===== src/design/fplog_pkg.sv =====
// Shared constants for the fixed-point natural logarithm core.
// Holds the data widths, the Q16 constants and the log2 correction table.
// No dependencies; every other file of the core refers to it by scoped name.
`default_nettype none

package fplog_pkg;

  // Field and internal widths.
  localparam int unsigned ValueW  = 32;
  localparam int unsigned IpW     = 5;
  localparam int unsigned FracW   = 16;
  localparam int unsigned SegW    = 7;
  localparam int unsigned PosW    = FracW - SegW;
  localparam int unsigned CorrW   = 13;
  localparam int unsigned L2W     = 22;
  localparam int unsigned ScaleW  = 11;
  localparam int unsigned ResultW = 16;

  // Q16 constants.
  localparam logic [15:0] Ln2Q16    = 16'd45426;
  localparam logic [15:0] HalfQ16   = 16'd32768;
  localparam logic [15:0] FloorBias = 16'hFFFF;
  localparam logic [ScaleW-1:0] ScaleReset = ScaleW'(64);

  // Configuration register indexes.
  localparam logic RegOutputScale = 1'b0;

  // Correction added to the raw fraction, 128 segments plus the end point.
  localparam logic [CorrW-1:0] CorrTable [129] = '{
    13'd0,    13'd224,  13'd442,  13'd654,  13'd861,  13'd1063, 13'd1259, 13'd1450,
    13'd1636, 13'd1817, 13'd1992, 13'd2163, 13'd2329, 13'd2490, 13'd2646, 13'd2797,
    13'd2944, 13'd3087, 13'd3224, 13'd3358, 13'd3487, 13'd3611, 13'd3732, 13'd3848,
    13'd3960, 13'd4068, 13'd4172, 13'd4272, 13'd4368, 13'd4460, 13'd4549, 13'd4633,
    13'd4714, 13'd4791, 13'd4864, 13'd4934, 13'd5001, 13'd5063, 13'd5123, 13'd5178,
    13'd5231, 13'd5280, 13'd5326, 13'd5368, 13'd5408, 13'd5444, 13'd5477, 13'd5507,
    13'd5533, 13'd5557, 13'd5578, 13'd5595, 13'd5610, 13'd5622, 13'd5631, 13'd5637,
    13'd5640, 13'd5641, 13'd5638, 13'd5633, 13'd5626, 13'd5615, 13'd5602, 13'd5586,
    13'd5568, 13'd5547, 13'd5524, 13'd5498, 13'd5470, 13'd5439, 13'd5406, 13'd5370,
    13'd5332, 13'd5291, 13'd5249, 13'd5203, 13'd5156, 13'd5106, 13'd5054, 13'd5000,
    13'd4944, 13'd4885, 13'd4825, 13'd4762, 13'd4697, 13'd4630, 13'd4561, 13'd4490,
    13'd4416, 13'd4341, 13'd4264, 13'd4184, 13'd4103, 13'd4020, 13'd3935, 13'd3848,
    13'd3759, 13'd3668, 13'd3575, 13'd3481, 13'd3384, 13'd3286, 13'd3186, 13'd3084,
    13'd2981, 13'd2875, 13'd2768, 13'd2659, 13'd2549, 13'd2437, 13'd2323, 13'd2207,
    13'd2090, 13'd1971, 13'd1851, 13'd1729, 13'd1605, 13'd1480, 13'd1353, 13'd1224,
    13'd1094, 13'd963,  13'd830,  13'd695,  13'd559,  13'd421,  13'd282,  13'd142,
    13'd0
  };

endpackage

`default_nettype wire


===== src/design/fplog_lod_norm.sv =====
// Front stages of the logarithm pipeline: leading-one detection, then
// normalisation of the bits below the leading one to a 16-bit fraction.
// Depends on fplog_pkg.
`default_nettype none

module fplog_lod_norm (
  input  wire                            clk_i,
  input  wire                            rst_ni,
  input  wire                            en_i,
  input  wire                            valid_i,
  input  wire [fplog_pkg::ValueW-1:0]    value_i,
  output logic                           valid_o,
  output logic [fplog_pkg::IpW-1:0]      ip_o,
  output logic [fplog_pkg::FracW-1:0]    frac_o,
  output logic                           zero_o
);

  logic                          s1_valid_q;
  logic [fplog_pkg::ValueW-1:0]  s1_value_q;
  logic [fplog_pkg::IpW-1:0]     s1_ip_q;
  logic [fplog_pkg::IpW-1:0]     s1_ip_d;
  logic                          s1_zero_q;
  logic [15:0]                   x16;
  logic [7:0]                    x8;
  logic [3:0]                    x4;
  logic [1:0]                    x2;
  logic [fplog_pkg::ValueW-1:0]  norm;
  logic                          s2_valid_q;
  logic [fplog_pkg::IpW-1:0]     s2_ip_q;
  logic [fplog_pkg::FracW-1:0]   s2_frac_q;
  logic                          s2_zero_q;

  // Leading-one position found by halving the word five times.
  always_comb begin
    s1_ip_d[4] = |value_i[31:16];
    x16        = s1_ip_d[4] ? value_i[31:16] : value_i[15:0];
    s1_ip_d[3] = |x16[15:8];
    x8         = s1_ip_d[3] ? x16[15:8] : x16[7:0];
    s1_ip_d[2] = |x8[7:4];
    x4         = s1_ip_d[2] ? x8[7:4] : x8[3:0];
    s1_ip_d[1] = |x4[3:2];
    x2         = s1_ip_d[1] ? x4[3:2] : x4[1:0];
    s1_ip_d[0] = x2[1];
  end

  // Shifting the leading one to the top puts the fraction just below it;
  // large operands lose their low bits by truncation.
  assign norm = s1_value_q << (5'd31 - s1_ip_q);

  // Valid bits of both stages.
  always_ff @(posedge clk_i or negedge rst_ni) begin
    if (!rst_ni) begin
      s1_valid_q <= 1'b0;
      s2_valid_q <= 1'b0;
    end else if (en_i) begin
      s1_valid_q <= valid_i;
      s2_valid_q <= s1_valid_q;
    end
  end

  // Payload of both stages.
  always_ff @(posedge clk_i) begin
    if (en_i) begin
      s1_value_q <= value_i;
      s1_ip_q    <= s1_ip_d;
      s1_zero_q  <= (value_i == '0);
      s2_ip_q    <= s1_ip_q;
      s2_frac_q  <= norm[30:15];
      s2_zero_q  <= s1_zero_q;
    end
  end

  assign valid_o = s2_valid_q;
  assign ip_o    = s2_ip_q;
  assign frac_o  = s2_frac_q;
  assign zero_o  = s2_zero_q;

endmodule

`default_nettype wire


===== src/design/fplog_interp.sv =====
// Middle stages of the logarithm pipeline: correction table lookup, slope
// times position product, then the Q16 log2 sum.
// Depends on fplog_pkg for the table and the widths.
`default_nettype none

module fplog_interp (
  input  wire                            clk_i,
  input  wire                            rst_ni,
  input  wire                            en_i,
  input  wire                            valid_i,
  input  wire [fplog_pkg::IpW-1:0]       ip_i,
  input  wire [fplog_pkg::FracW-1:0]     frac_i,
  input  wire                            zero_i,
  output logic                           valid_o,
  output logic [fplog_pkg::L2W-1:0]      l2_o,
  output logic                           zero_o
);

  localparam int unsigned ProdW = fplog_pkg::CorrW + fplog_pkg::PosW;

  logic [7:0]                      seg_lo;
  logic [7:0]                      seg_hi;
  logic                            s3_valid_q;
  logic [fplog_pkg::CorrW-1:0]     s3_c0_q;
  logic [fplog_pkg::CorrW-1:0]     s3_c1_q;
  logic [fplog_pkg::PosW-1:0]      s3_pos_q;
  logic [fplog_pkg::FracW-1:0]     s3_frac_q;
  logic [fplog_pkg::IpW-1:0]       s3_ip_q;
  logic                            s3_zero_q;
  logic                            neg;
  logic [fplog_pkg::CorrW-1:0]     diff;
  logic                            s4_valid_q;
  logic [ProdW-1:0]                s4_prod_q;
  logic                            s4_neg_q;
  logic [fplog_pkg::CorrW-1:0]     s4_c0_q;
  logic [fplog_pkg::FracW-1:0]     s4_frac_q;
  logic [fplog_pkg::IpW-1:0]       s4_ip_q;
  logic                            s4_zero_q;
  logic [ProdW:0]                  prod_up;
  logic [fplog_pkg::CorrW-1:0]     corr;
  logic                            s5_valid_q;
  logic [fplog_pkg::L2W-1:0]       s5_l2_q;
  logic                            s5_zero_q;

  // Segment end points from the constant table.
  assign seg_lo = {1'b0, frac_i[15:9]};
  assign seg_hi = seg_lo + 8'd1;

  // Slope magnitude and its sign.
  assign neg  = s3_c1_q < s3_c0_q;
  assign diff = neg ? (s3_c0_q - s3_c1_q) : (s3_c1_q - s3_c0_q);

  // Rising slopes round down; falling slopes round the drop up, which floors
  // the corrected value.
  always_comb begin
    prod_up = {1'b0, s4_prod_q} + (ProdW + 1)'(fplog_pkg::FloorBias);
    if (s4_neg_q) begin
      corr = s4_c0_q - fplog_pkg::CorrW'(prod_up[ProdW:16]);
    end else begin
      corr = s4_c0_q + fplog_pkg::CorrW'(s4_prod_q[ProdW-1:16]);
    end
  end

  // Valid bits of the three stages.
  always_ff @(posedge clk_i or negedge rst_ni) begin
    if (!rst_ni) begin
      s3_valid_q <= 1'b0;
      s4_valid_q <= 1'b0;
      s5_valid_q <= 1'b0;
    end else if (en_i) begin
      s3_valid_q <= valid_i;
      s4_valid_q <= s3_valid_q;
      s5_valid_q <= s4_valid_q;
    end
  end

  // Payload of the three stages.
  always_ff @(posedge clk_i) begin
    if (en_i) begin
      s3_c0_q   <= fplog_pkg::CorrTable[seg_lo];
      s3_c1_q   <= fplog_pkg::CorrTable[seg_hi];
      s3_pos_q  <= frac_i[fplog_pkg::PosW-1:0];
      s3_frac_q <= frac_i;
      s3_ip_q   <= ip_i;
      s3_zero_q <= zero_i;
      s4_prod_q <= diff * s3_pos_q;
      s4_neg_q  <= neg;
      s4_c0_q   <= s3_c0_q;
      s4_frac_q <= s3_frac_q;
      s4_ip_q   <= s3_ip_q;
      s4_zero_q <= s3_zero_q;
      s5_l2_q   <= {1'b0, s4_ip_q, 16'd0}
                   + fplog_pkg::L2W'(s4_frac_q)
                   + fplog_pkg::L2W'(corr);
      s5_zero_q <= s4_zero_q;
    end
  end

  assign valid_o = s5_valid_q;
  assign l2_o    = s5_l2_q;
  assign zero_o  = s5_zero_q;

endmodule

`default_nettype wire


===== src/design/fplog_scale.sv =====
// Back stages of the logarithm pipeline: multiply by ln2, round and multiply
// by the output scale, then round and saturate into the result register.
// Depends on fplog_pkg.
`default_nettype none

module fplog_scale (
  input  wire                              clk_i,
  input  wire                              rst_ni,
  input  wire                              en_i,
  input  wire                              valid_i,
  input  wire [fplog_pkg::L2W-1:0]         l2_i,
  input  wire                              zero_i,
  input  wire [fplog_pkg::ScaleW-1:0]      scale_i,
  output logic                             valid_o,
  output logic [fplog_pkg::ResultW-1:0]    result_o,
  output logic                             zero_o
);

  localparam int unsigned LnProdW = fplog_pkg::L2W + 16;
  localparam int unsigned LeW     = fplog_pkg::L2W;
  localparam int unsigned ScProdW = fplog_pkg::ScaleW + LeW;

  logic                               s6_valid_q;
  logic [LnProdW-1:0]                 s6_prod_q;
  logic                               s6_zero_q;
  logic [LnProdW:0]                   ln_round;
  logic [LeW-1:0]                     le;
  logic                               s7_valid_q;
  logic [ScProdW-1:0]                 s7_prod_q;
  logic                               s7_zero_q;
  logic [ScProdW:0]                   sc_round;
  logic [ScProdW-16:0]                sc;
  logic [fplog_pkg::ResultW-1:0]      result_d;
  logic                               s8_valid_q;
  logic [fplog_pkg::ResultW-1:0]      s8_result_q;
  logic                               s8_zero_q;

  // Round the natural log back to Q16.
  assign ln_round = {1'b0, s6_prod_q} + (LnProdW + 1)'(fplog_pkg::HalfQ16);
  assign le       = ln_round[LnProdW-1:16];

  // Round the scaled value and clamp it to the result width.
  always_comb begin
    sc_round = {1'b0, s7_prod_q} + (ScProdW + 1)'(fplog_pkg::HalfQ16);
    sc       = sc_round[ScProdW:16];
    if (s7_zero_q) begin
      result_d = '0;
    end else if (sc > (ScProdW - 15)'({fplog_pkg::ResultW{1'b1}})) begin
      result_d = '1;
    end else begin
      result_d = sc[fplog_pkg::ResultW-1:0];
    end
  end

  // Valid bits of the three stages.
  always_ff @(posedge clk_i or negedge rst_ni) begin
    if (!rst_ni) begin
      s6_valid_q <= 1'b0;
      s7_valid_q <= 1'b0;
      s8_valid_q <= 1'b0;
    end else if (en_i) begin
      s6_valid_q <= valid_i;
      s7_valid_q <= s6_valid_q;
      s8_valid_q <= s7_valid_q;
    end
  end

  // Payload of the three stages.
  always_ff @(posedge clk_i) begin
    if (en_i) begin
      s6_prod_q   <= fplog_pkg::Ln2Q16 * l2_i;
      s6_zero_q   <= zero_i;
      s7_prod_q   <= scale_i * le;
      s7_zero_q   <= s6_zero_q;
      s8_result_q <= result_d;
      s8_zero_q   <= s7_zero_q;
    end
  end

  assign valid_o  = s8_valid_q;
  assign result_o = s8_result_q;
  assign zero_o   = s8_zero_q;

endmodule

`default_nettype wire


===== src/design/fixed_point_natural_log_core.sv =====
// Fixed-point natural logarithm core: ln(value) * output_scale, rounded and saturated.
// Eight-stage pipeline: an item is taken every cycle unless a finished result
// is held back; a stalled output freezes all eight stages at once, so
// in_stall_o follows out_stall_i while a result is waiting. A zero operand
// gives result 0 with zero_input_o set. output_scale is written over the APB
// port at byte address 0.
// Depends on fplog_pkg, fplog_lod_norm, fplog_interp and fplog_scale.
`default_nettype none

module fixed_point_natural_log_core (
  input  wire                                   clk_i,
  input  wire                                   rst_ni,
  // Input channel.
  input  wire                                   in_valid_i,
  output logic                                  in_stall_o,
  input  wire [fplog_pkg::ValueW-1:0]           value_i,
  // Output channel.
  output logic                                  out_valid_o,
  input  wire                                   out_stall_i,
  output logic [fplog_pkg::ResultW-1:0]         log_result_o,
  output logic                                  zero_input_o,
  // Configuration port.
  input  wire                                   psel,
  input  wire                                   penable,
  input  wire                                   pwrite,
  input  wire [2:0]                             paddr,
  input  wire [31:0]                            pwdata,
  output logic [31:0]                           prdata,
  output logic                                  pready
);

  logic                              en;
  logic [fplog_pkg::ScaleW-1:0]      scale_q;
  logic                              cfg_wr;
  logic                              ln_valid;
  logic [fplog_pkg::IpW-1:0]         ln_ip;
  logic [fplog_pkg::FracW-1:0]       ln_frac;
  logic                              ln_zero;
  logic                              ip_valid;
  logic [fplog_pkg::L2W-1:0]         ip_l2;
  logic                              ip_zero;

  // The whole pipeline moves unless a finished result is held back.
  assign en         = !(out_valid_o && out_stall_i);
  assign in_stall_o = !en;

  // Configuration register.
  assign pready = 1'b1;
  assign cfg_wr = psel && penable && pwrite && (paddr[2] == fplog_pkg::RegOutputScale);

  always_ff @(posedge clk_i or negedge rst_ni) begin
    if (!rst_ni) begin
      scale_q <= fplog_pkg::ScaleReset;
    end else if (cfg_wr) begin
      scale_q <= pwdata[fplog_pkg::ScaleW-1:0];
    end
  end

  always_comb begin
    if (paddr[2] == fplog_pkg::RegOutputScale) begin
      prdata = {{(32 - fplog_pkg::ScaleW){1'b0}}, scale_q};
    end else begin
      prdata = '0;
    end
  end

  // Leading one and normalisation.
  fplog_lod_norm u_lod_norm (
    .clk_i   (clk_i),
    .rst_ni  (rst_ni),
    .en_i    (en),
    .valid_i (in_valid_i),
    .value_i (value_i),
    .valid_o (ln_valid),
    .ip_o    (ln_ip),
    .frac_o  (ln_frac),
    .zero_o  (ln_zero)
  );

  // Table correction and log2 sum.
  fplog_interp u_interp (
    .clk_i   (clk_i),
    .rst_ni  (rst_ni),
    .en_i    (en),
    .valid_i (ln_valid),
    .ip_i    (ln_ip),
    .frac_i  (ln_frac),
    .zero_i  (ln_zero),
    .valid_o (ip_valid),
    .l2_o    (ip_l2),
    .zero_o  (ip_zero)
  );

  // Conversion to natural log and output scaling.
  fplog_scale u_scale (
    .clk_i    (clk_i),
    .rst_ni   (rst_ni),
    .en_i     (en),
    .valid_i  (ip_valid),
    .l2_i     (ip_l2),
    .zero_i   (ip_zero),
    .scale_i  (scale_q),
    .valid_o  (out_valid_o),
    .result_o (log_result_o),
    .zero_o   (zero_input_o)
  );

`ifndef SYNTHESIS
  // A zero operand always leaves with a zero result.
  a_zero_result : assert property (@(posedge clk_i) disable iff (!rst_ni)
    out_valid_o && zero_input_o |-> log_result_o == '0)
    else $error("zero operand gave a nonzero result");

  // The input is only held off by a waiting result.
  a_stall_cause : assert property (@(posedge clk_i) disable iff (!rst_ni)
    in_stall_o |-> out_valid_o && out_stall_i)
    else $error("input stalled without a held result");

  // A register write lands in the scale register.
  a_cfg_write : assert property (@(posedge clk_i) disable iff (!rst_ni)
    cfg_wr |=> scale_q == $past(pwdata[fplog_pkg::ScaleW-1:0]))
    else $error("output scale write lost");

  // A result held back keeps its value.
  a_hold_result : assert property (@(posedge clk_i) disable iff (!rst_ni)
    out_valid_o && out_stall_i |=> $stable(log_result_o) && $stable(zero_input_o))
    else $error("held result changed");
`endif

endmodule

`default_nettype wire

===== config.mk =====
export PLATFORM = sky130hd
export DESIGN_NAME = fixed_point_natural_log_core
export DESIGN_NICKNAME = d
export VERILOG_FILES = /design/src/design/fplog_pkg.sv /design/src/design/fplog_lod_norm.sv /design/src/design/fplog_interp.sv /design/src/design/fplog_scale.sv /design/src/design/fixed_point_natural_log_core.sv
export SDC_FILE = /design/constraint.sdc
export NUM_CORES = 2
export LEC_CHECK = 0
export BUFFER_PORTS_ARGS = -buffer_cell sky130_fd_sc_hd__buf_2
export CORE_ASPECT_RATIO = 1.2
export CORE_UTILIZATION = 35
export CTS_BUF_LIST = sky130_fd_sc_hd__clkbuf_4 sky130_fd_sc_hd__clkbuf_8
export DETAILED_ROUTE_END_ITERATION = 10
export PLACE_DENSITY_LB_ADDON = 0.3
export RECOVER_POWER = 25
export REMOVE_ABC_BUFFERS = 1
export SLEW_MARGIN = 10
export SYNTH_ARGS = -nofsm -noshare
export SYNTH_HDL_FRONTEND = slang
export SYNTH_SLANG_ARGS = --single-unit

===== constraint.sdc =====
create_clock -name clk_i -period 13.16 [get_ports clk_i]
set_input_delay 1.316 -clock clk_i [delete_from_list [all_inputs] [get_ports clk_i]]
set_output_delay 1.316 -clock clk_i [all_outputs]
set_load 0.05 [all_outputs]

==> run summary <==
Post-cts resize count - 0
TritonCTS clock tree - built
RePlAce Congestion - 0.8808
Maximum clock path buffer count - 3
P&R area growth vs syn - 7.695%
Die H - 340.7 um
Fin crit period - 8.186 ns
Fillers - 9638
DRT Wirelength - 80.98 mm
Req. time, crit path - 13.54 ns
Skew-Pair Late Insertion Delay - 0.66 ns
Vias - 25120
Mean Syn Cell Area - 9.415 um^2
Hold-fix buffers at CTS - 0
Max FO, Critical Path - 13
Post-synth EDFFs - 248
Worst path slowest cell - xnor2_1
Router iterations before antenna repair - 7
Final Hold Viols - 0
Startpoint types - flop
Fin util - 38.26%
Slew HR - -101.2%
Die ar. - 0.09685 mm^2
Layout cells sized above 1 - 6.862%
Wirelength per Cell - 16.75 um
Final Skew - 0.07288 ns
I/O Pins - 126
H-tree levels - 2
#FFs+latches synth - 267
Post-synthesis cell count - 3554
FFs w/ async S/R, synth - 7.116%
Period utilization - 62.20%
Failing checks - max-capacitance violations, max-slew violations
Routed Antenna Nets - 0
Outcome - finished, violations left
Root Buffer - clkbuf_8
Floorplan row count - 123
Congestion Overflow GR - 0
Synthesized cell area - 0.03346 mm^2
Hold WC Path Type - flop to flop
Core ar. - 0.09419 mm^2
Actual transition at the worst max-transition pin - 3.019 ns
Kind of critical path - flop to flop
Drt via density - 5.195
Dpl hpwl - 60.95 mm
Number of global-route vias before repair - 25692
Critical path arrival - 8.56 ns
Yosys cell types - 83
Sequential fraction of the synthesis area - 23.68%
Initial Util - 35.53%
Synth warn - 0
Setup TNS - 0 ns
Crit path capture type - flop
Initial antenna violation count - 1
Multi-input logic area - 0.02306 mm^2
Clock sink count - 267
Slew Limit Fails - 345
Setup violators final - 0
ANT cells - 0
Most common cell after layout, fill and taps aside - inv_1
Unrepaired setup endpoints after global routing - false
Max-cap violation count - 8
# port buffers - 80
Placed Area - 0.03508 mm^2
Top_reg_cell synth - edfxtp_1
Die width - 284.3 um
Detailed Route Iter0 Violations - 1389
Largest net degree at the start of global routing - 151
Residual DRC - 0
First-pass GRT wire length - 134.0 mm
Most frequent cells in the layout - 459 x inv_1, 387 x nand2_1, 370 x fa_1
Max Freq - 0.1222 GHz
FF+latch area - 0.007924 mm^2
Nets - 4324
GRT Resource Usage Total - 16.93%
Max stage delay on crit path - 0.84 ns
Num CTS Buffers - 46
Final Cell Area - 0.03604 mm^2
Worst-path clk slew - 0.06 ns
Post-CTS setup buffer count - 0
[area by class of cell]
class                           instances  share of cell area [%]
Multi-Input combinational cell       2640                   64.00
Sequential cell                       267                   21.99
Inverter                              464                   4.840
Tap cell                             1250                   4.340
Clock buffer                           58                   2.024
Timing Repair Buffer                  129                   1.996
Clock inverter                         27                  0.8124
[flip-flops by register name (all words and copies together) (netlist names), 5 cells and up]
signal                 count
u_lod_norm.s1_value_q     31
u_scale.s6_prod_q         23
u_interp.l2_o             22
u_interp.s4_prod_q        22
u_scale.s7_prod_q         18
u_interp.s3_frac_q        16
u_interp.s4_frac_q        16
u_lod_norm.frac_o         16
u_scale.result_o          16
u_interp.s3_c0_q          13
u_interp.s3_c1_q          13
u_interp.s4_c0_q          13
scale_q                   11
u_interp.s3_ip_q           5
u_interp.s4_ip_q           5
u_lod_norm.ip_o            5
u_lod_norm.s1_ip_q         5
[worst paths after layout]
| kind | from | end | slack [ns] | depth (start not counted) |
|---|---|---|---|---|
| max in group asynchronous | rst_ni | scale_q[4]$_DFFE_PN0P_ | 11.59 | 1 |
| min in group asynchronous | rst_ni | u_lod_norm.s1_valid_q$_DFFE_PN0N_ | 0.88 | 1 |
| hold / removal | u_interp.s3_ip_q[4]$_DFFE_PN_ | u_interp.s4_ip_q[4]$_DFFE_PN_ | 0.41 | 0 |
| hold reg to reg | u_interp.s3_ip_q[4]$_DFFE_PN_ | u_interp.s4_ip_q[4]$_DFFE_PN_ | 0.41 | 0 |
| setup reg to reg | u_interp.s3_c0_q[5]$_DFFE_PN_ | u_interp.s4_prod_q[20]$_DFFE_PN_ | 4.97 | 28 |
| setup / recovery | u_interp.s3_c0_q[5]$_DFFE_PN_ | u_interp.s4_prod_q[20]$_DFFE_PN_ | 4.97 | 28 |
[cells in the mapped netlist (13+ instances only)]
cell type / count / share of area, %
a211oi_1: 57 / 1.3
a21boi_0: 14 / 0.31
a21o_1: 26 / 0.58
a21oi_1: 182 / 2.7
a311oi_1: 15 / 0.39
a31oi_1: 28 / 0.52
and2_1: 150 / 2.8
and3_1: 21 / 0.39
buf_1: 28 / 0.31
buf_4: 23 / 0.52
clkbuf_1: 147 / 1.6
dfrtp_1: 18 / 1.3
edfxtp_1: 248 / 22
fa_1: 370 / 22
ha_1: 332 / 12
inv_1: 459 / 5.1
mux2_2: 43 / 1.4
mux2i_1: 34 / 1.0
nand2_1: 387 / 4.3
nand2b_1: 18 / 0.34
nand3_1: 51 / 0.76
nand4_1: 13 / 0.24
nor2_1: 203 / 2.3
nor2b_1: 43 / 0.80
nor3_1: 53 / 0.79
o211ai_1: 44 / 0.99
o21a_1: 14 / 0.31
o21ai_0: 186 / 2.8
o311ai_0: 16 / 0.42
xnor2_1: 91 / 2.4
xor2_1: 52 / 1.4
[cells by family after synthesis]
group / after synthesis / share of synthesized area (%)
AOI/OAI and AO/OA: 689 / 13.02
xor gates and xnor gates: 143 / 3.743
adders and majority gates: 702 / 34.55
buffers and inverters: 667 / 7.785
DFF: 267 / 23.68
muxes: 87 / 3.137
other: 2 / 0.02244
and+or+nand+nor: 997 / 14.06
[through the flow]
stage | hold slack, ns | worst slack, ns | cells
2_1_floorplan | 0.4003 | 3.224 | 3371
3_3_place_gp | 0.4008 | 4.875 | 4750
3_5_place_dp | 0.4045 | 4.852 | 4750
4_1_cts | 0.4051 | 4.886 | 4835
5_1_grt | 0.4157 | 4.283 | 4835
6_report | 0.4051 | 4.974 | 4835
[critical path, delay by kind of cell, from the launching register on]
family / cells / cell delay, ns
compound gates: 10 / 2.76
fa+ha+maj: 6 / 2.44
simple gates: 7 / 1.13
xor+xnor: 1 / 0.84
flops: 1 / 0.45
buf+inv: 4 / 0.33
[per-layer routing]
metal	part of all wire [%]	wire length (um)	GRT usage (%)
met2	51	41270	30.92
met5	0	0	0
met3	4.5	3618	1.865
met4	4.2	3424	7.000
met1	40	32660	20.08
Power is not shown: default switching activity piles up to over one toggle a cycle in this logic, so the estimate is an artifact.
